--- src/hw/rtl/smx_pkg.sv ---
// Shared constants, types and tables for the softmax vector block.
package smx_pkg;

  localparam int unsigned MaxLen   = 64;
  localparam int unsigned AddrW    = $clog2(MaxLen);
  localparam int unsigned CountW   = $clog2(MaxLen + 1);
  localparam int unsigned SumW     = 23;
  localparam int unsigned ExpTerms = 12;

  // Request and response between the sequencer and the exponential unit
  typedef struct packed {
    logic        start;
    logic [15:0] delta;
  } smx_exp_req_t;

  typedef struct packed {
    logic        done;
    logic [16:0] value;
  } smx_exp_rsp_t;

  // Request and response between the sequencer and the divider
  typedef struct packed {
    logic            start;
    logic [32:0]     num;
    logic [SumW-1:0] den;
  } smx_div_req_t;

  typedef struct packed {
    logic        done;
    logic [15:0] quot;
  } smx_div_rsp_t;

  function automatic logic [30:0] exp_int_q30(input logic [3:0] idx);
    logic [30:0] v;
    case (idx)
      4'd0:    v = 31'd1073741824;
      4'd1:    v = 31'd395007542;
      4'd2:    v = 31'd145315154;
      4'd3:    v = 31'd53458457;
      4'd4:    v = 31'd19666267;
      4'd5:    v = 31'd7234815;
      4'd6:    v = 31'd2661540;
      4'd7:    v = 31'd979126;
      4'd8:    v = 31'd360200;
      4'd9:    v = 31'd132510;
      4'd10:   v = 31'd48748;
      4'd11:   v = 31'd17933;
      default: v = 31'd0;
    endcase
    return v;
  endfunction

endpackage

--- src/hw/rtl/smx_exp.sv ---
// Iterative exp(-d/256) unit in Q1.16: Horner series over eight steps, then table scale.
module smx_exp (
  input  logic                  clk_i,
  input  logic                  rst_ni,
  input  smx_pkg::smx_exp_req_t req_i,
  output smx_pkg::smx_exp_rsp_t rsp_o
);
  import smx_pkg::*;

  localparam logic [1:0] StIdle = 2'd0;
  localparam logic [1:0] StMul  = 2'd1;
  localparam logic [1:0] StDiv  = 2'd2;
  localparam logic [1:0] StFin  = 2'd3;

  localparam logic [30:0] Q30One = 31'h4000_0000;

  logic [1:0]  state_q, state_d;
  logic [3:0]  k_q, k_d;
  logic [30:0] t_q, t_d;
  logic [30:0] prod_q, prod_d;
  logic [7:0]  frac_q, frac_d;
  logic [3:0]  ip_q, ip_d;
  logic [16:0] val_q, val_d;
  logic        done_q, done_d;
  logic [46:0] mul_full;
  logic [61:0] fin_full;
  logic [31:0] recip;
  logic [5:0]  rsh;
  logic [63:0] recip_full;
  logic [30:0] quo;

  // r has its low 8 bits zero, so r*t>>16 == frac*t>>8
  assign mul_full = {31'd0, frac_q, 8'd0} * {16'd0, t_q};
  // divide by the small constant k as a multiply by its rounded-up reciprocal
  always_comb begin
    case (k_q)
      4'd2: begin
        recip = 32'h8000_0000;
        rsh   = 6'd32;
      end
      4'd3: begin
        recip = 32'd2863311531;
        rsh   = 6'd33;
      end
      4'd4: begin
        recip = 32'h8000_0000;
        rsh   = 6'd33;
      end
      4'd5: begin
        recip = 32'd3435973837;
        rsh   = 6'd34;
      end
      4'd6: begin
        recip = 32'd2863311531;
        rsh   = 6'd34;
      end
      4'd7: begin
        recip = 32'd2454267027;
        rsh   = 6'd34;
      end
      4'd8: begin
        recip = 32'h8000_0000;
        rsh   = 6'd34;
      end
      default: begin
        recip = 32'h8000_0000;
        rsh   = 6'd31;
      end
    endcase
  end
  assign recip_full = {33'd0, prod_q} * {32'd0, recip};
  assign quo        = 31'(recip_full >> rsh);
  assign fin_full   = {31'd0, exp_int_q30(ip_q)} * {31'd0, t_q};

  always_comb begin
    state_d = state_q;
    k_d     = k_q;
    t_d     = t_q;
    prod_d  = prod_q;
    frac_d  = frac_q;
    ip_d    = ip_q;
    val_d   = val_q;
    done_d  = 1'b0;
    case (state_q)
      StIdle: begin
        if (req_i.start) begin
          frac_d = req_i.delta[7:0];
          ip_d   = req_i.delta[11:8];
          t_d    = Q30One;
          k_d    = 4'd8;
          if (req_i.delta[15:8] >= 8'(ExpTerms)) begin
            val_d  = '0;
            done_d = 1'b1;
          end else begin
            state_d = StMul;
          end
        end
      end
      StMul: begin
        prod_d  = mul_full[46:16];
        state_d = StDiv;
      end
      StDiv: begin
        t_d = Q30One - quo;
        k_d = k_q - 4'd1;
        if (k_q == 4'd1) state_d = StFin;
        else             state_d = StMul;
      end
      StFin: begin
        val_d   = 17'((fin_full + (62'd1 << 43)) >> 44);
        done_d  = 1'b1;
        state_d = StIdle;
      end
      default: state_d = StIdle;
    endcase
  end

  always_ff @(posedge clk_i or negedge rst_ni) begin
    if (!rst_ni) begin
      state_q <= StIdle;
      done_q  <= 1'b0;
    end else begin
      state_q <= state_d;
      done_q  <= done_d;
    end
  end

  always_ff @(posedge clk_i) begin
    k_q    <= k_d;
    t_q    <= t_d;
    prod_q <= prod_d;
    frac_q <= frac_d;
    ip_q   <= ip_d;
    val_q  <= val_d;
  end

  assign rsp_o.done  = done_q;
  assign rsp_o.value = val_q;
endmodule

--- config.mk ---
export PLATFORM = sky130hd
export DESIGN_NAME = smx_exp
export DESIGN_NICKNAME = d
export VERILOG_FILES = /design/src/hw/rtl/smx_pkg.sv /design/src/hw/rtl/smx_exp.sv
export SDC_FILE = /design/constraint.sdc
export NUM_CORES = 2
export LEC_CHECK = 0
export ABC_AREA = 0
export BUFFER_PORTS_ARGS = -buffer_cell sky130_fd_sc_hd__buf_2
export CAP_MARGIN = 20
export CELL_PAD_IN_SITES_DETAIL_PLACEMENT = 2
export CELL_PAD_IN_SITES_GLOBAL_PLACEMENT = 2
export CORE_UTILIZATION = 39
export CTS_CLUSTER_SIZE = 40
export DETAILED_ROUTE_END_ITERATION = 7
export HOLD_SLACK_MARGIN = 0.12
export PLACE_DENSITY = 0.8
export SLEW_MARGIN = 40
export SYNTH_ARGS = -nofsm -noshare
export SYNTH_HDL_FRONTEND = slang
export SYNTH_SLANG_ARGS = --single-unit
--- constraint.sdc ---
create_clock -name clk_i -period 9.7 [get_ports clk_i]
set_input_delay 0.485 -clock clk_i [delete_from_list [all_inputs] [get_ports clk_i]]
set_output_delay 0.485 -clock clk_i [all_outputs]
set_load 0.02 [all_outputs]
==> impl_results.md <==
- Via density: 6.48
- HPWL after DPL: 246000 um
- Part of the Yosys area used for sequential elements: 0.0549
- Placement row count: 147
- Synth warn: 0
- DIE AREA: 0.164 mm^2
- Initial DRT Pass Iterations: 6
- Crit Path Max Fanout: 7
- Status: complete, but fails checks
- Routed len/inst: 41.6 um
- FFs w/ async S/R, synth: 0.0238
- Commonest register cell after synthesis: edfxtp_1
- HP Class: primary input to flip-flop
- Nets@finish: 9970
- CP endpoint: t_q[26]
- H-tree depth: 4
- Post-synth top cells: inv_1 (1710), fa_1 (1459), nand2_1 (1060)
- Endpoints failing hold: 0
- R2r setup slk: -2470 ps
- GRT overflow: 0
- # IOs: 37
- Top cell type's share of synthesized area: 0.460
- Setup Viol. Count Final: 41
- # port buffers: 36
- Top cells by area, synth: fa_1 (46%), ha_1 (14%), inv_1 (10%), nand2_1 (6.3%), edfxtp_1 (4.5%)
- Total negative slack: -60800 ps
- CTS tree: yes
- Count leader, synth: inv_1
- CTS Root Cell: clkbuf_16
- Reg2Reg Launch Point: k_q[0]
- Period utilization: 1.25
- Setup CP Type: flip-flop to flip-flop
- Arrival time at the worst endpoint: 12510 ps
- CTS sink count: 126
- Slew margin rel.: 0.204
- Setup Skew: 40.3 ps
- Worst Setup Start Kind: flip-flop
- Multi-input gate area: 0.0555 mm^2
- Vias in the first global route: 71500
- Post-synth EDFFs: 95
- CTS max path bufs: 2
- Pin count of the biggest net entering global routing: 36
- Synthesized flop and latch total: 126
- Total stage count of the critical path: 42
- Least-Margin Pin Slew: 1190 ps
- Num CTS Buffers: 17
- Worst path slowest cell: o31a_1
- Synthesized area: 0.0635 mm^2
- Min Tclk post-route: 12170 ps
- Synthesized Nets: 9190
- Share of layout cells above drive strength 1: 0.216
- Critical path's largest stage delay: 920 ps
- Endpoint type of the worst setup path: flip-flop
- Unrepaired setup endpoints after global routing: yes
- GPL Wtd Cong: 0.979
- Worst reg2reg endpoint: t_q[26]
- First-pass GRT wire length: 499000 um
- Cells after Synth: 6989
- DR iter-0 viols: 6850
- Vias: 64500
- Area Overhead vs Synth: 21.6%
- Max Slew Vio Count: 0
- Max Fclk: 82.2 MHz
- All-Layer GR Usage: 0.422
- Final std cells w/o fill: 9960
- CP top delay family: adder cells
- Max-cap violations: 0
- WP buf/inv: 16
- Worst path required time: 10050 ps
- Core footprint: 0.161 mm^2
- Die Wd: 406 um
- Register area: 0.00349 mm^2
- Reg2Reg Depth: 42
- Clk Latency, worst-skew pair: 620 ps
- Post-synth cell types: 100
- Die Y: 406 um
- CP startpoint: k_q[0]
- Routed WL: 414000 um
- Dpl cells: 9739
- Post-layout util: 0.479
- Area leader, netlist: fa_1
- # fillers: 17100
- Initial antenna violation count: 39
- Violated checks: setup timing
- Final WS setup: -2470 ps
- Worst-path clk slew: 110 ps
- DRT antenna net count: 0
- DRC Markers: 0
- Initial core utilization: 0.394
- Avg Cell Area, Syn: 9.09 um^2
==> per-stage QoR <==
step / setup slack [ps] / cell area [um^2] / hold WS (ps)
finish: -2470 / 77200 / 129
global route: -2770 / 77200 / 107
CTS: -609 / 75100 / 127
detailed placement: -1570 / 72000 / 304
global placement: -1070 / 71900 / 301
floorplan: -120 / 63700 / 189
==> layout make-up <==
class | count | area share
Timing Repair Buffer | 1062 | 0.110
Clock buffer | 17 | 0.00551
Antenna cell | 18 | 0.000583
Sequential cell | 126 | 0.0453
Inverter | 1711 | 0.0837
Tap cell | 2160 | 0.0350
Clock inverter | 15 | 0.00181
Multi-Input combinational cell | 4851 | 0.718
==> cells by family (layout without fill, tap and decap cells) <==
group | after synthesis | after routing | synth area share
AO/OA/AOI/OAI | 603 | 603 | 0.0642
XOR/XNOR | 104 | 104 | 0.0143
adder cells (fa/ha/maj) | 2182 | 2182 | 0.602
buffers and inverters | 2012 | 2805 | 0.119
flip-flops | 126 | 126 | 0.0549
multiplexers | 21 | 21 | 0.00337
other | 0 | 18 | 0
AND/OR/NAND/NOR | 1941 | 1941 | 0.142
==> how the worst min path moves through the flow <==
stage	from	end	slack, ps	cells past startpoint
3_3_place_gp	rst_ni	done_q	300	1
2_1_floorplan	rst_ni	done_q	190	0
6_report	req_i[1]	frac_q[1]	130	1
3_5_place_dp	rst_ni	done_q	300	1
4_1_cts	req_i[1]	frac_q[1]	130	1
5_1_grt	req_i[1]	frac_q[1]	110	1
==> layer usage <==
layer / track usage / part of all wire / wire, um
met1: 0.445 / 0.30 / 125000
met2: 0.724 / 0.45 / 188000
met3: 0.0833 / 0.11 / 43900
met4: 0.356 / 0.14 / 57000
met5: 0 / 0.00077 / 320
==> layout by cell type, fill, tap and decap left out, types with 19 or more instances in the layout <==
cell type,synthesis,routed
o21ai_1,5,19
and2_1,397,389
nand4_1,40,40
o21a_1,28,22
a21o_1,76,76
inv_2,0,72
buf_4,1,919
edfxtp_1,95,95
a21oi_2,2,28
ha_4,0,33
xnor2_1,68,47
buf_2,4,36
nand3_1,53,38
buf_6,1,73
fa_2,0,84
a21oi_1,153,116
ha_1,723,687
buf_12,0,19
o21ai_0,106,70
dfxtp_1,28,23
xor2_1,36,24
nand2_1,1060,997
nor3_1,49,35
nor2_1,196,148
inv_1,1710,1626
and3_1,26,23
nor2_4,0,32
nand2_2,0,41
fa_1,1459,1375
==> what timing repair did <==
item	4_1_cts	5_1_grt
pin swaps	142	212
cloned	3	0
setup endpoints to repair	30	37
endpoints found under the hold margin	9	0
buffers inserted	80	96
hold buffers	7	0
gates resized for setup	416	387
Power is left out: the tool's default activity adds up to more than one toggle a clock period on the data nets, which glitch-free logic cannot reach.
