### src/hw/rtl/smx_pkg.sv
// Shared constants, types and tables for the softmax vector block.
package smx_pkg;

  localparam int unsigned MaxLen   = 64;
  localparam int unsigned AddrW    = $clog2(MaxLen);
  localparam int unsigned CountW   = $clog2(MaxLen + 1);
  localparam int unsigned SumW     = 23;
  localparam int unsigned ExpTerms = 12;

  // Request and response between the sequencer and the exponential unit
  typedef struct packed {
    logic        start;
    logic [15:0] delta;
  } smx_exp_req_t;

  typedef struct packed {
    logic        done;
    logic [16:0] value;
  } smx_exp_rsp_t;

  // Request and response between the sequencer and the divider
  typedef struct packed {
    logic            start;
    logic [32:0]     num;
    logic [SumW-1:0] den;
  } smx_div_req_t;

  typedef struct packed {
    logic        done;
    logic [15:0] quot;
  } smx_div_rsp_t;

  function automatic logic [30:0] exp_int_q30(input logic [3:0] idx);
    logic [30:0] v;
    case (idx)
      4'd0:    v = 31'd1073741824;
      4'd1:    v = 31'd395007542;
      4'd2:    v = 31'd145315154;
      4'd3:    v = 31'd53458457;
      4'd4:    v = 31'd19666267;
      4'd5:    v = 31'd7234815;
      4'd6:    v = 31'd2661540;
      4'd7:    v = 31'd979126;
      4'd8:    v = 31'd360200;
      4'd9:    v = 31'd132510;
      4'd10:   v = 31'd48748;
      4'd11:   v = 31'd17933;
      default: v = 31'd0;
    endcase
    return v;
  endfunction

endpackage

### src/hw/rtl/smx_div.sv
// Restoring divider, one quotient bit per cycle, saturated 16-bit quotient.
module smx_div (
  input  logic                  clk_i,
  input  logic                  rst_ni,
  input  smx_pkg::smx_div_req_t req_i,
  output smx_pkg::smx_div_rsp_t rsp_o
);
  import smx_pkg::*;

  localparam int unsigned NumW = 33;

  logic            busy_q, busy_d;
  logic [5:0]      cnt_q, cnt_d;
  logic [NumW-1:0] num_q, num_d;
  logic [NumW-1:0] quo_q, quo_d;
  logic [SumW-1:0] rem_q, rem_d;
  logic [SumW-1:0] den_q, den_d;
  logic            done_q, done_d;
  logic [SumW:0]   shifted;

  assign shifted = {rem_q, num_q[NumW-1]};

  always_comb begin
    busy_d = busy_q;
    cnt_d  = cnt_q;
    num_d  = num_q;
    quo_d  = quo_q;
    rem_d  = rem_q;
    den_d  = den_q;
    done_d = 1'b0;
    if (!busy_q) begin
      if (req_i.start) begin
        busy_d = 1'b1;
        cnt_d  = 6'(NumW);
        num_d  = req_i.num;
        den_d  = req_i.den;
        quo_d  = '0;
        rem_d  = '0;
      end
    end else begin
      num_d = {num_q[NumW-2:0], 1'b0};
      if (shifted >= {1'b0, den_q}) begin
        rem_d = SumW'(shifted - {1'b0, den_q});
        quo_d = {quo_q[NumW-2:0], 1'b1};
      end else begin
        rem_d = shifted[SumW-1:0];
        quo_d = {quo_q[NumW-2:0], 1'b0};
      end
      cnt_d = cnt_q - 6'd1;
      if (cnt_q == 6'd1) begin
        busy_d = 1'b0;
        done_d = 1'b1;
      end
    end
  end

  always_ff @(posedge clk_i or negedge rst_ni) begin
    if (!rst_ni) begin
      busy_q <= 1'b0;
      done_q <= 1'b0;
    end else begin
      busy_q <= busy_d;
      done_q <= done_d;
    end
  end

  always_ff @(posedge clk_i) begin
    cnt_q <= cnt_d;
    num_q <= num_d;
    quo_q <= quo_d;
    rem_q <= rem_d;
    den_q <= den_d;
  end

  assign rsp_o.done = done_q;
  assign rsp_o.quot = (quo_q[NumW-1:16] != '0) ? 16'hFFFF : quo_q[15:0];
endmodule

### config.mk
export PLATFORM = sky130hd
export DESIGN_NAME = smx_div
export DESIGN_NICKNAME = d
export VERILOG_FILES = /design/src/hw/rtl/smx_pkg.sv /design/src/hw/rtl/smx_div.sv
export SDC_FILE = /design/constraint.sdc
export NUM_CORES = 1
export LEC_CHECK = 0
export BUFFER_PORTS_ARGS = -buffer_cell sky130_fd_sc_hd__buf_2
export CORE_MARGIN = 4
export CORE_UTILIZATION = 40
export DETAILED_ROUTE_END_ITERATION = 7
export PLACE_DENSITY = 0.61
export SYNTH_ARGS = -nofsm -noshare
export SYNTH_HDL_FRONTEND = slang
export SYNTH_SLANG_ARGS = --single-unit
### constraint.sdc
create_clock -name clk_i -period 8.2 [get_ports clk_i]
set_input_delay 1.23 -clock clk_i [delete_from_list [all_inputs] [get_ports clk_i]]
set_output_delay 1.23 -clock clk_i [all_outputs]
set_load 0.005 [all_outputs]
==> results_dict.tcl <==
set metrics [dict create \
    outcome "finished, final reports clean" \
    largest_net_degree_at_the_start_of_global_routing 75 \
    fin_crit_sh_pct 39.5 \
    tightestPinTransition_ns 0.967 \
    tritoncts "yes" \
    maxClockFrequency_mhz 309 \
    final-max-slew-violation-count 0 \
    number_of_enable_type_register_cells_in_the_synthesized_netlist 117 \
    count_of_mapped_cells_out_of_synthesis 529 \
    antenna_found_initial 0 \
    post-dp-hpwl_mm 8.98 \
    detail_route.wl_per_cell_um 16.1 \
    synth.net_count 614 \
    timing.critical_path.slowest_cell_delay_ns 0.58 \
    largest_family_of_logic_cells_by_synthesized_area "simple AND/OR/NAND/NOR gates" \
    worstPathCellList "ha_1 > nand3_2 > or4b_1 > a211oi_2 > or3_1 > buf_4 > nand2_2 > o32ai_1" \
    initial_utilization_pct 40.9 \
    crit_slowest_cell "sky130_fd_sc_hd__or4b_1" \
    worst_hold_path_type "flop to flop" \
    synth-xor-area-share_pct 2.25 \
    rsz0062_at_grt "no" \
    timing.setup.critical_path_class "flop to flop" \
    vias 4323 \
    power.density_nw_per_um2 403 \
    synth_compound_gate_area_share_pct 14.3 \
    synthMostInstantiatedCell "sky130_fd_sc_hd__edfxtp_1" \
    timing.critical_path.required_ns 8.42 \
    ys_top_cells_by_count "sky130_fd_sc_hd__edfxtp_1, sky130_fd_sc_hd__and2_1, sky130_fd_sc_hd__inv_1, sky130_fd_sc_hd__nor2_1, sky130_fd_sc_hd__nand2_1" \
    multiInputGateArea_um2 2400 \
    core_um2 15300 \
    fill_cells 1387 \
    crit_path_end_kind "flop" \
    io_pins 76 \
    ys_warn_count 0 \
    viasPerCell 5.23 \
    routed_wirelength_mm 13.3 \
    synth_seq_cells 120 \
    placementRows 45 \
    seq_area_frac_synth_pct 57.5 \
    global_route_wire_length_before_repair_mm 22.2 \
    critical_path.n_buffers_inverters 1 \
    resized_after_cts 0 \
    async_flop_share_pct 1.67 \
    worst_clk_skew_ns 0.0112 \
    globalRoute.totalOverflow 0 \
    setup_total_negative_slack_ns 0 \
    dieWidth_um 133 \
    post_synth_mux_area_share_pct 1.93 \
    share_of_synthesized_cell_area_in_and_or_nand_and_nor_gates_pct 14.5 \
    num_antenna_cells 0 \
    drt_drc_violations_left 0 \
    clockRootBuffer "sky130_fd_sc_hd__clkbuf_16" \
    timing.max_cap.violations 0 \
    cts_num_sinks 120 \
    path_max_fanout 18 \
    final-hold-violation-count 0 \
    htreeDepth 4 \
    synthToLayoutAreaGrowth_pct 18.0 \
    setup_viol 0 \
    ant_nets 0 \
    synth_top_cell_by_area "sky130_fd_sc_hd__edfxtp_1" \
    crit_arrival_ns 3.46 \
    synth_area_um2 6230 \
    cts.repair_timing.setup_buffer_count 0 \
    gr-usage-all-layers_pct 15.7 \
    drt-pass1-iter-count 6 \
    clk_transition_reported_paths_ns 0.06 \
    cts_buffers 17 \
    grt_pass1_vias 4452 \
    dpl_worst_slack_ns 4.97 \
    cts_max_path_buffers 2 \
    synth_cell_types 57 \
    final_critical_path_setup_slack_ns 4.96 \
    leakage_uw 0.00296 \
    area.sequential_um2 3580 \
    die-area_um2 17600 \
    avgSynthCellArea_um2 11.8 \
    detail_route.iter0.violations 360 \
    synth_top_flop_cell "sky130_fd_sc_hd__edfxtp_1" \
    netlist.area_leader.share_pct 56.4 \
    synthTopCellsByArea "sky130_fd_sc_hd__edfxtp_1, sky130_fd_sc_hd__ha_1, sky130_fd_sc_hd__a22o_1" \
    yosys.area_share.adder_pct 5.34 \
    setup.worst_path.start_class "flop" \
    final.min_clock_period_ns 3.24 \
    die_y_um 133 \
    globalplace.congestion 0.927 \
    timing.max_slew.rel_slack_pct 35.6 \
    final_layout_size_suffix_gt1_share_pct 19.8 \
    worst_path_dominant_cell_family "simple AND/OR/NAND/NOR gates" \
    highest_ir_drop_seen_on_vdd_v 0.000164 \
    clock_latency_ns 0.41 \
    postCtsHoldBufs 0 \
    input_output_buffers 75 \
    final_nets 688 \
]
[registers in the layout, summed over array words and instances (netlist names)]
signal  count
quo_q      33
den_q      23
busy_q      1
cnt_q       6
rem_q      23
done_q      1
num_q      33
[cells by family (layout without fill, tap and decap cells)]
family | after synthesis | after routing
AND/OR/NAND/NOR | 171 | 171
flip-flops | 120 | 120
XOR/XNOR | 16 | 16
multiplexers | 12 | 12
adder cells (fa/ha/maj) | 26 | 26
AO/OA/AOI/OAI | 125 | 125
buffers and inverters | 59 | 145
[power by group]
| part | switching [uW] | leakage (uW) | total [uW] | internal (uW) |
|---|---|---|---|---|
| Clock | 267 | 0.000257 | 709 | 442 |
| Sequential | 122 | 0.00130 | 1130 | 1010 |
| Combinational | 626 | 0.00140 | 1120 | 499 |
| Total | 1010 | 0.00296 | 2970 | 1950 |
[per-stage QoR]
step | cells | power (uW) | util [%] | area (um2) | hold slack, ns
after floorplan | 529 | 2020 | - | 6230 | 0.446
after global placement | 795 | 2220 | 44.5 | 6800 | 0.477
after detailed placement | 795 | 2250 | 44.5 | 6800 | 0.495
after CTS | 826 | 2990 | 48.2 | 7360 | 0.506
after global routing | 826 | 3180 | 48.2 | 7360 | 0.524
final | 826 | 2970 | 48.2 | 7360 | 0.501
[per-layer routing]
metal	global-route usage (%)	wire length, um	share of wire [%]
met3	4.60	734	5.5
met1	21.2	6210	47
met5	0	0	0
met4	5.25	233	1.8
met2	24.4	6090	46
[worst register-to-register path: stages (launching register included)]
cell and delay [ns]:
sky130_fd_sc_hd__edfxtp_1 0.40, sky130_fd_sc_hd__ha_1 0.44, sky130_fd_sc_hd__nand3_2 0.15, sky130_fd_sc_hd__or4b_1 0.58, sky130_fd_sc_hd__a211oi_2 0.21, sky130_fd_sc_hd__or3_1 0.42, sky130_fd_sc_hd__buf_4 0.37, sky130_fd_sc_hd__nand2_2 0.18
sky130_fd_sc_hd__o32ai_1 0.29
[final cells by class]
class	instances	area share, %
well taps	211	3.59
clock inverters	13	1.79
flip-flops and latches	120	48.7
clock buffers	18	5.83
multi-input cells	350	32.7
inverters	34	1.75
repair buffers	80	5.61
[layout by cell type, fill, tap and decap left out, types with 6 or more instances in the layout]
cell type / n
sky130_fd_sc_hd__nor2_1: 34
sky130_fd_sc_hd__xor2_1: 6
sky130_fd_sc_hd__a22o_1: 31
sky130_fd_sc_hd__a21oi_1: 24
sky130_fd_sc_hd__edfxtp_1: 117
sky130_fd_sc_hd__nor3_1: 10
sky130_fd_sc_hd__and2_1: 36
sky130_fd_sc_hd__ha_1: 25
sky130_fd_sc_hd__buf_2: 75
sky130_fd_sc_hd__nand2b_1: 18
sky130_fd_sc_hd__nand2_1: 33
sky130_fd_sc_hd__mux2i_1: 12
sky130_fd_sc_hd__a211oi_2: 6
sky130_fd_sc_hd__a21o_1: 6
sky130_fd_sc_hd__or3_1: 6
sky130_fd_sc_hd__o21ai_0: 26
sky130_fd_sc_hd__clkbuf_16: 17
sky130_fd_sc_hd__xnor2_1: 10
sky130_fd_sc_hd__inv_1: 33
[path summary, 6_finish.rpt]
path,start,end,slack (ns),depth (start not counted)
worst max register to register,rem_q[15],rem_q[21],4.96,8
min in group asynchronous,rst_ni,done_q,0.60,1
worst min register to register,num_q[0],num_q[0],0.50,2
worst max-delay path,rem_q[15],rem_q[21],4.96,8
max in group asynchronous,rst_ni,busy_q,7.50,1
worst min-delay path,num_q[0],num_q[0],0.50,2
(Power assumes the default switching activity.)
