===== src/hw/rtl/smx_ram.sv =====
// Generic single-port RAM with registered read.
module smx_ram #(
  parameter int unsigned Width = 16,
  parameter int unsigned Depth = 64
) (
  input  logic                     clk_i,
  input  logic                     we_i,
  input  logic [$clog2(Depth)-1:0] addr_i,
  input  logic [Width-1:0]         wdata_i,
  output logic [Width-1:0]         rdata_o
);
  logic [Width-1:0] mem_q [Depth];

  always_ff @(posedge clk_i) begin
    if (we_i) mem_q[addr_i] <= wdata_i;
    rdata_o <= mem_q[addr_i];
  end
endmodule


===== config.mk =====
export PLATFORM = sky130hd
export DESIGN_NAME = smx_ram
export DESIGN_NICKNAME = d
export VERILOG_FILES = /design/src/hw/rtl/smx_ram.sv
export SDC_FILE = /design/constraint.sdc
export NUM_CORES = 1
export LEC_CHECK = 0
export BUFFER_PORTS_ARGS = -buffer_cell sky130_fd_sc_hd__buf_2
export CAP_MARGIN = 0
export CORE_MARGIN = 3
export CORE_UTILIZATION = 29
export CTS_CLUSTER_DIAMETER = 200
export DETAILED_ROUTE_END_ITERATION = 12
export GPL_TIMING_DRIVEN = 1
export PLACE_DENSITY_LB_ADDON = 0.08
export SYNTH_ARGS = -nofsm -noshare
export SYNTH_HDL_FRONTEND = slang
export SYNTH_SLANG_ARGS = --single-unit

===== constraint.sdc =====
create_clock -name clk_i -period 5.7 [get_ports clk_i]
set_input_delay 0.285 -clock clk_i [delete_from_list [all_inputs] [get_ports clk_i]]
set_output_delay 0.285 -clock clk_i [all_outputs]
set_load 0.05 [all_outputs]

==> results of run 1 <==
[cells in the mapped netlist (10+ instances only)]
master	number	area share, %
a211oi_1	20	0.38
o21ai_0	29	0.37
dfxtp_1	16	0.81
buf_2	62	0.79
a21oi_1	74	0.94
edfxtp_1	1024	78
a22o_1	21	0.47
nand2_1	40	0.38
o22ai_1	58	0.92
a221oi_1	106	2.4
nand3_1	10	0.13
buf_1	13	0.12
buf_4	16	0.30
o22a_1	27	0.60
clkbuf_1	62	0.59
a22oi_1	196	3.7
o221ai_1	14	0.31
mux2_2	17	0.48
nor3_1	10	0.13
a31oi_1	23	0.36
mux2i_1	154	3.9
nor2_1	159	1.5
[worst max path at each step]
stage / from / cells past startpoint / end
after floorplan: addr_i[0] / 8 / mem_q[13][0]$_DFFE_PP_
after global placement: addr_i[2] / 7 / rdata_o[2]$_DFF_P_
after detailed placement: addr_i[2] / 7 / rdata_o[2]$_DFF_P_
after CTS: addr_i[2] / 7 / rdata_o[2]$_DFF_P_
after global routing: addr_i[2] / 7 / rdata_o[6]$_DFF_P_
final: addr_i[2] / 7 / rdata_o[2]$_DFF_P_
[sequential cells by signal (all words and copies together), names as in the netlist]
signal / cells
mem_q: 1024
rdata_o: 16
[worst max-delay path: cells and delay by family]
| kind | cells | cell delay (ns) |
|---|---|---|
| buffers and inverters | 3 | 1.34 |
| and+or+nand+nor | 2 | 1.28 |
| AOI/OAI and AO/OA | 2 | 1.23 |
[power groups by stage]
stage	clock network (mW)	registers (mW)	logic, mW
global placement	0	8.67	0.992
floorplan	0	8.71	0.420
finish	7.29	8.52	0.982
CTS	7.50	8.51	1.00
global route	7.80	8.51	1.04
detailed placement	0	8.67	1.00
[metrics by stage]
step	setup WS [ns]	total power, mW
5_1_grt	1.96	17.4
2_1_floorplan	3.05	9.13
3_5_place_dp	1.29	9.67
3_3_place_gp	1.36	9.67
4_1_cts	2.12	17.0
6_report	2.06	16.8
[layer usage]
layer	share of wire [%]	wire, microns	GRT usage [%]
met1	45	59700	26.3
met2	47	62200	29.8
met3	5.5	7220	2.81
met4	2.0	2630	4.70
met5	0.0099	13	0
[layout make-up]
type	instances	area, sq um
inverter	2	7.51
tap	1768	2210
multi-input combinational	1060	7720
antenna	7	17.5
sequential	1040	31100
clock inverter	58	566
fill	12700	88500
clock buffer	151	3120
timing repair buffer	159	1130
[cell families (layout without fill, tap and decap cells)]
family / Yosys count / in the layout
and+or+nand+nor: 265 / 265
muxes: 178 / 178
other: 0 / 7
AOI/OAI and AO/OA: 617 / 617
DFF: 1040 / 1040
buffers and inverters: 164 / 370
==> results.sh, run 1 <==
export IMPL_swShare_pct=22.7
export IMPL_grt_pass1_wl_mm=183
export IMPL_worstPathArrival_ns=4.25
export IMPL_cts_hold_buf=0
export IMPL_r2r_start="mem_q[30][8]$_DFFE_PP_"
export IMPL_p_int_mw=13.0
export IMPL_utilization_pct=34.1
export IMPL_finalHoldViolCount=0
export IMPL_drc=0
export IMPL_gp_congestion=0.777
export IMPL_cts_buffers_inserted=114
export IMPL_core_sq_um=134000
export IMPL_cp_start_kind="input port"
export IMPL_most_common_layout_cells="1024 x edfxtp_1, 196 x a22oi_1, 154 x mux2i_1, 144 x nor2_1, 119 x buf_4"
export IMPL_hold_start="wdata_i[12]"
export IMPL_cts_max_path_buffers=3
export IMPL_power_frac_seq_pct=50.7
export IMPL_min_period_over_period_pct=63.9
export IMPL_grtUsageTotal_pct=18.5
export IMPL_synth_area_sq_um=39500
export IMPL_cts_root_buf="clkbuf_16"
export IMPL_holdPathStages=2
export IMPL_insertion_delay_ns=0.74
export IMPL_post_cts_buffers=0
export IMPL_reg2reg_depth=5
export IMPL_skew_ns=0.0382
export IMPL_ys_dominant_reg_cell="edfxtp_1"
export IMPL_grt_overflow=0
export IMPL_wirelength_mm=132
export IMPL_cp_required_ns=6.31
export IMPL_critPathMaxStageDelay_ns=0.66
export IMPL_status="finished, violations left"
export IMPL_grt_max_degree=68
export IMPL_io_pins=40
export IMPL_finalMaxSlewViolations=3
export IMPL_rows=134
export IMPL_avgSynthCellArea_sq_um=17.4
export IMPL_synth_cell_types=55
export IMPL_combPwrFrac_pct=5.8
export IMPL_ant_nets=0
export IMPL_ir_drop_v=0.000252
export IMPL_ys_seq_elements=1040
export IMPL_cts_clk_slew_worst_paths_ns=0.06
export IMPL_crit_chain="buf_8 > inv_2 > and2_1 > buf_4 > a221oi_1 > o21ai_0 > or4_1"
export IMPL_cellLeakagePower_nw=14.5
export IMPL_critPathKind="in -> reg"
export IMPL_grt_pass1_vias=22300
export IMPL_io_buffers=39
export IMPL_end_kind="flip-flop"
export IMPL_synth_edf_count=1024
export IMPL_antenna_found_initial=10
export IMPL_synth_warnings=0
export IMPL_drt_wirelength_per_cell_microns=31.0
export IMPL_hold_class="in -> reg"
export IMPL_dr_pass1_iters=5
export IMPL_fin_area_sq_um=45800
export IMPL_synth_xor_area_share_pct=0
export IMPL_clockPowerShare_pct=43.4
export IMPL_layout_commonest_cell="edfxtp_1"
export IMPL_synthCells=2264
export IMPL_ctsResizeCount=0
export IMPL_layout_drive_gt1_share_pct=15.1
export IMPL_tightest_slew_ns=1.54
export IMPL_slowest_stage="a221oi_1"
export IMPL_synth_top_family_by_area="compound AO/OA/AOI/OAI gates"
export IMPL_timing_hold_ws_ns=0.258
export IMPL_violations="capacitance limit, slew limit"
export IMPL_fmax_mhz=274
export IMPL_htree_levels=3
export IMPL_synthSimpleGateAreaFrac_pct=2.93
export IMPL_vias_per_cell=5.18
export IMPL_fp_dieH_microns=375
export IMPL_nets=2401
export IMPL_cp_max_fo=65
export IMPL_num_vias=22000
export IMPL_worstHoldEndpoint="mem_q[11][12]$_DFFE_PP_"
export IMPL_drv_cap=3
export IMPL_synth_adder_area_share_pct=0
export IMPL_start_util_pct=29.4
export IMPL_synth_seq_area_share_pct=78.7
export IMPL_dp_cells=4029
export IMPL_finalSetupViolations=0
export IMPL_place_area_sq_um=42100
export IMPL_syn_to_final_growth_pct=16.1
export IMPL_r2r_slack_ns=2.59
export IMPL_dp_hpwl_mm=79.0
export IMPL_rsz0062_at_grt="no"
export IMPL_synthesis_nets=2288
export IMPL_synth_compound_area_share_pct=11.5
export IMPL_drt_iter0_markers=2044
export IMPL_synth_mux_area_share_pct=4.76
export IMPL_relSlewSlack_pct=-3.66
export IMPL_setup_tns_ns=0
export IMPL_ys_async_sr_fraction_pct=0
export IMPL_switchingPower_mw=3.81
export IMPL_r2r_end="rdata_o[8]$_DFF_P_"
export IMPL_cts_tree="done"
export IMPL_die_w_microns=375
export IMPL_fp_dieArea_sq_um=141000
export IMPL_final_cells=4245
export IMPL_p_per_area_nw_per_um2=366
export IMPL_cts_sinks=1040
export IMPL_min_period_ns=3.64
Power figures use the tool's default switching activity.
==> run 2: changes to the inputs <==
--- a/config.mk
+++ b/config.mk
@@ -5,6 +5,7 @@
 export SDC_FILE = /design/constraint.sdc
 export NUM_CORES = 1
 export LEC_CHECK = 0
+export ABC_AREA = 1
 export BUFFER_PORTS_ARGS = -buffer_cell sky130_fd_sc_hd__buf_2
 export CAP_MARGIN = 0
 export CORE_MARGIN = 3
==> constraint.sdc (replaced) <==
create_clock -name clk_i -period 3.11 [get_ports clk_i]
set_input_delay 0.1555 -clock clk_i [delete_from_list [all_inputs] [get_ports clk_i]]
set_output_delay 0.1555 -clock clk_i [all_outputs]
set_load 0.05 [all_outputs]
==> results.sh, run 2 <==
export IMPL_regMostFlops="mem_q"
export IMPL_synthCells=4256
export IMPL_synth_cell_types=22
export IMPL_fp_dieArea_sq_um=155000
export IMPL_grt_util_met2_pct=29.2
export IMPL_hold_class="in -> reg"
export IMPL_critPathTopFamily="simple AND/OR/NAND/NOR gates"
export IMPL_grt_pass1_wl_mm=208
export IMPL_ys_dominant_reg_cell="edfxtp_1"
export IMPL_cts_hold_buf=3
export IMPL_cts_buffers_inserted=121
export IMPL_layout_commonest_cell="nand2_1"
export IMPL_die_w_microns=394
export IMPL_finalHoldViolCount=0
export IMPL_synthesis_nets=4280
export IMPL_nets=4424
export IMPL_critPathMaxStageDelay_ns=0.58
export IMPL_synth_area_sq_um=43600
export IMPL_num_vias=28800
export IMPL_core_sq_um=149000
export IMPL_cts_max_path_buffers=3
export IMPL_antenna_found_initial=13
export IMPL_rows=141
export IMPL_drt_wirelength_per_cell_microns=22.2
export IMPL_worstPathArrival_ns=2.50
export IMPL_busiest_layer="met2"
export IMPL_cellLeakagePower_nw=21.0
export IMPL_slowest_stage="nor2_1"
export IMPL_nFillCells=15300
export IMPL_post_cts_buffers=0
export IMPL_grtUsageTotal_pct=18.4
export IMPL_grt_overflow=0
export IMPL_ctsResizeCount=0
export IMPL_grt_max_degree=105
export IMPL_crit_chain="nand2_1 > nand2_1 > nand2_1 > nand2_1 > nand2_1 > nand2_1 > nand2_1 > nand2_1 > nor2_1 > nand2_1"
export IMPL_ir_drop_v=0.000418
export IMPL_cts_sinks=1040
export IMPL_grt_util_met3_pct=3.32
export IMPL_fp_dieH_microns=394
export IMPL_ant_nets=0
export IMPL_drt_iter0_markers=2028
export IMPL_ys_seq_elements=1040
export IMPL_top_regs="mem_q x1024, rdata_o x16"
export IMPL_cp_max_fo=1
export IMPL_finalSetupViolations=0
export IMPL_skew_ns=0.0351
export IMPL_fmax_mhz=522
export IMPL_finalMaxSlewViolations=0
export IMPL_status="finished, final reports clean"
export IMPL_layout_drive_gt1_share_pct=9.50
export IMPL_relSlewSlack_pct=29.6
export IMPL_io_buffers=39
export IMPL_cts_root_buf="clkbuf_16"
export IMPL_ys_top_cells_by_area="edfxtp_1 71%, nand2_1 24%, buf_2 1.3%, nor2_1 0.90%, dfxtp_1 0.74%"
export IMPL_ys_async_sr_fraction_pct=0
export IMPL_htree_levels=3
export IMPL_synth_warnings=0
export IMPL_vias_per_cell=4.43
export IMPL_synth_seq_area_share_pct=71.3
export IMPL_avgSynthCellArea_sq_um=10.2
export IMPL_drv_cap=0
export IMPL_synth_edf_count=1024
export IMPL_grt_use_met1_pct=25.9
export IMPL_grt_pass1_vias=28500
export IMPL_tightest_slew_ns=1.06
export IMPL_min_period_over_period_pct=61.6
export IMPL_cts_tree="done"
export IMPL_cp_buffers_inverters=0
export IMPL_cp_start_kind="flip-flop"
export IMPL_wirelength_mm=145
export IMPL_most_common_layout_cells="2832 x nand2_1, 1024 x edfxtp_1, 172 x buf_4, 122 x clkbuf_16, 95 x nor2_1"
export IMPL_utilization_pct=34.3
export IMPL_synth_top_area_share_pct=70.6
export IMPL_end_kind="flip-flop"
export IMPL_setup_tns_ns=0
export IMPL_insertion_delay_ns=0.76
export IMPL_gp_congestion=0.798
export IMPL_p_per_area_nw_per_um2=623
export IMPL_min_period_ns=1.92
export IMPL_syn_to_final_growth_pct=16.8
export IMPL_rsz0062_at_grt="no"
export IMPL_yosys_area_top_type="edfxtp_1"
export IMPL_dr_pass1_iters=6
export IMPL_drc=0
export IMPL_start_util_pct=29.3
export IMPL_synth_most_common_cell="nand2_1"
export IMPL_timing_hold_ws_ns=0.0438
export IMPL_dp_hpwl_mm=84.0
export IMPL_crit_top_cell="nand2_1"
export IMPL_largest_reg_flops=1024
export IMPL_critPathKind="reg -> reg"
export IMPL_cp_required_ns=3.70
export IMPL_cts_clk_slew_worst_paths_ns=0.06
export IMPL_io_pins=40
export IMPL_synth_common_cells="2832 x nand2_1, 1024 x edfxtp_1, 112 x buf_2, 105 x nor2_1, 57 x clkbuf_1"
-- run 2: changes by cell type after synthesis, sizes merged, moves of 20 or more --
cell / before / now
o21ai: 33 / 7
a31oi: 23 / 0
a211oi: 20 / 0
nor2: 160 / 105
o22a: 27 / 0
inv: 2 / 30
o22ai: 58 / 0
nand2: 41 / 2832
a21oi: 74 / 0
a22oi: 196 / 0
a22o: 21 / 0
buf: 100 / 149
mux2i: 154 / 0
a221oi: 107 / 0
-- run 2: cells by family (layout without fill, tap and decap cells) --
family	after synthesis	after routing	synth area share [%]
AND/OR/NAND/NOR	2968	2968	25.9
flip-flops	1040	1040	71.3
buffers and inverters	236	484	2.64
AO/OA/AOI/OAI	12	12	0.167
other	0	5	0
-- run 2: worst paths after layout --
check                          start                     end  slack [ns]  cells after the start
max           mem_q[55][9]$_DFFE_PP_      rdata_o[9]$_DFF_P_        1.19                     10
min                       wdata_i[1]  mem_q[24][1]$_DFFE_PP_        0.04                      1
max reg2reg   mem_q[55][9]$_DFFE_PP_      rdata_o[9]$_DFF_P_        1.19                     10
min reg2reg  mem_q[23][14]$_DFFE_PP_     rdata_o[14]$_DFF_P_        0.71                      6
-- run 2: where the power goes --
group | leakage (nW) | internal, mW | switching, mW
clock network | 1.88 | 8.06 | 5.91
registers | 9.35 | 15.5 | 0.0525
logic | 9.80 | 0.498 | 1.67
-- run 2: area by class of cell --
cell class / count / area, sq um / area share, %
multi-input cells: 2980 / 11400 / 22.4
diodes: 5 / 12.5 / 0.0246
inverters: 30 / 135 / 0.265
clock inverters: 79 / 687 / 1.35
clock buffers: 148 / 3150 / 6.19
well taps: 2002 / 2500 / 4.92
repair buffers: 227 / 1960 / 3.85
flip-flops and latches: 1040 / 31100 / 61.0
-- run 2: per-stage QoR --
step | area (sq um) | setup slack [ns] | std cells | power [mW]
after floorplan | 43600 | 0.261 | 4256 | 17.0
after global placement | 47000 | 0.492 | 6276 | 18.1
after detailed placement | 47000 | 0.470 | 6276 | 18.1
after CTS | 50900 | 1.26 | 6506 | 32.2
after global routing | 50900 | 1.05 | 6506 | 32.9
final | 50900 | 1.19 | 6511 | 31.7
-- run 2: per-layer routing --
metal  share of wire (%)  vias up
li1                    -    14100
met1                  47    14000
met2                  46      502
met3                 4.6      202
met4                 2.6        8
met5               0.038        -
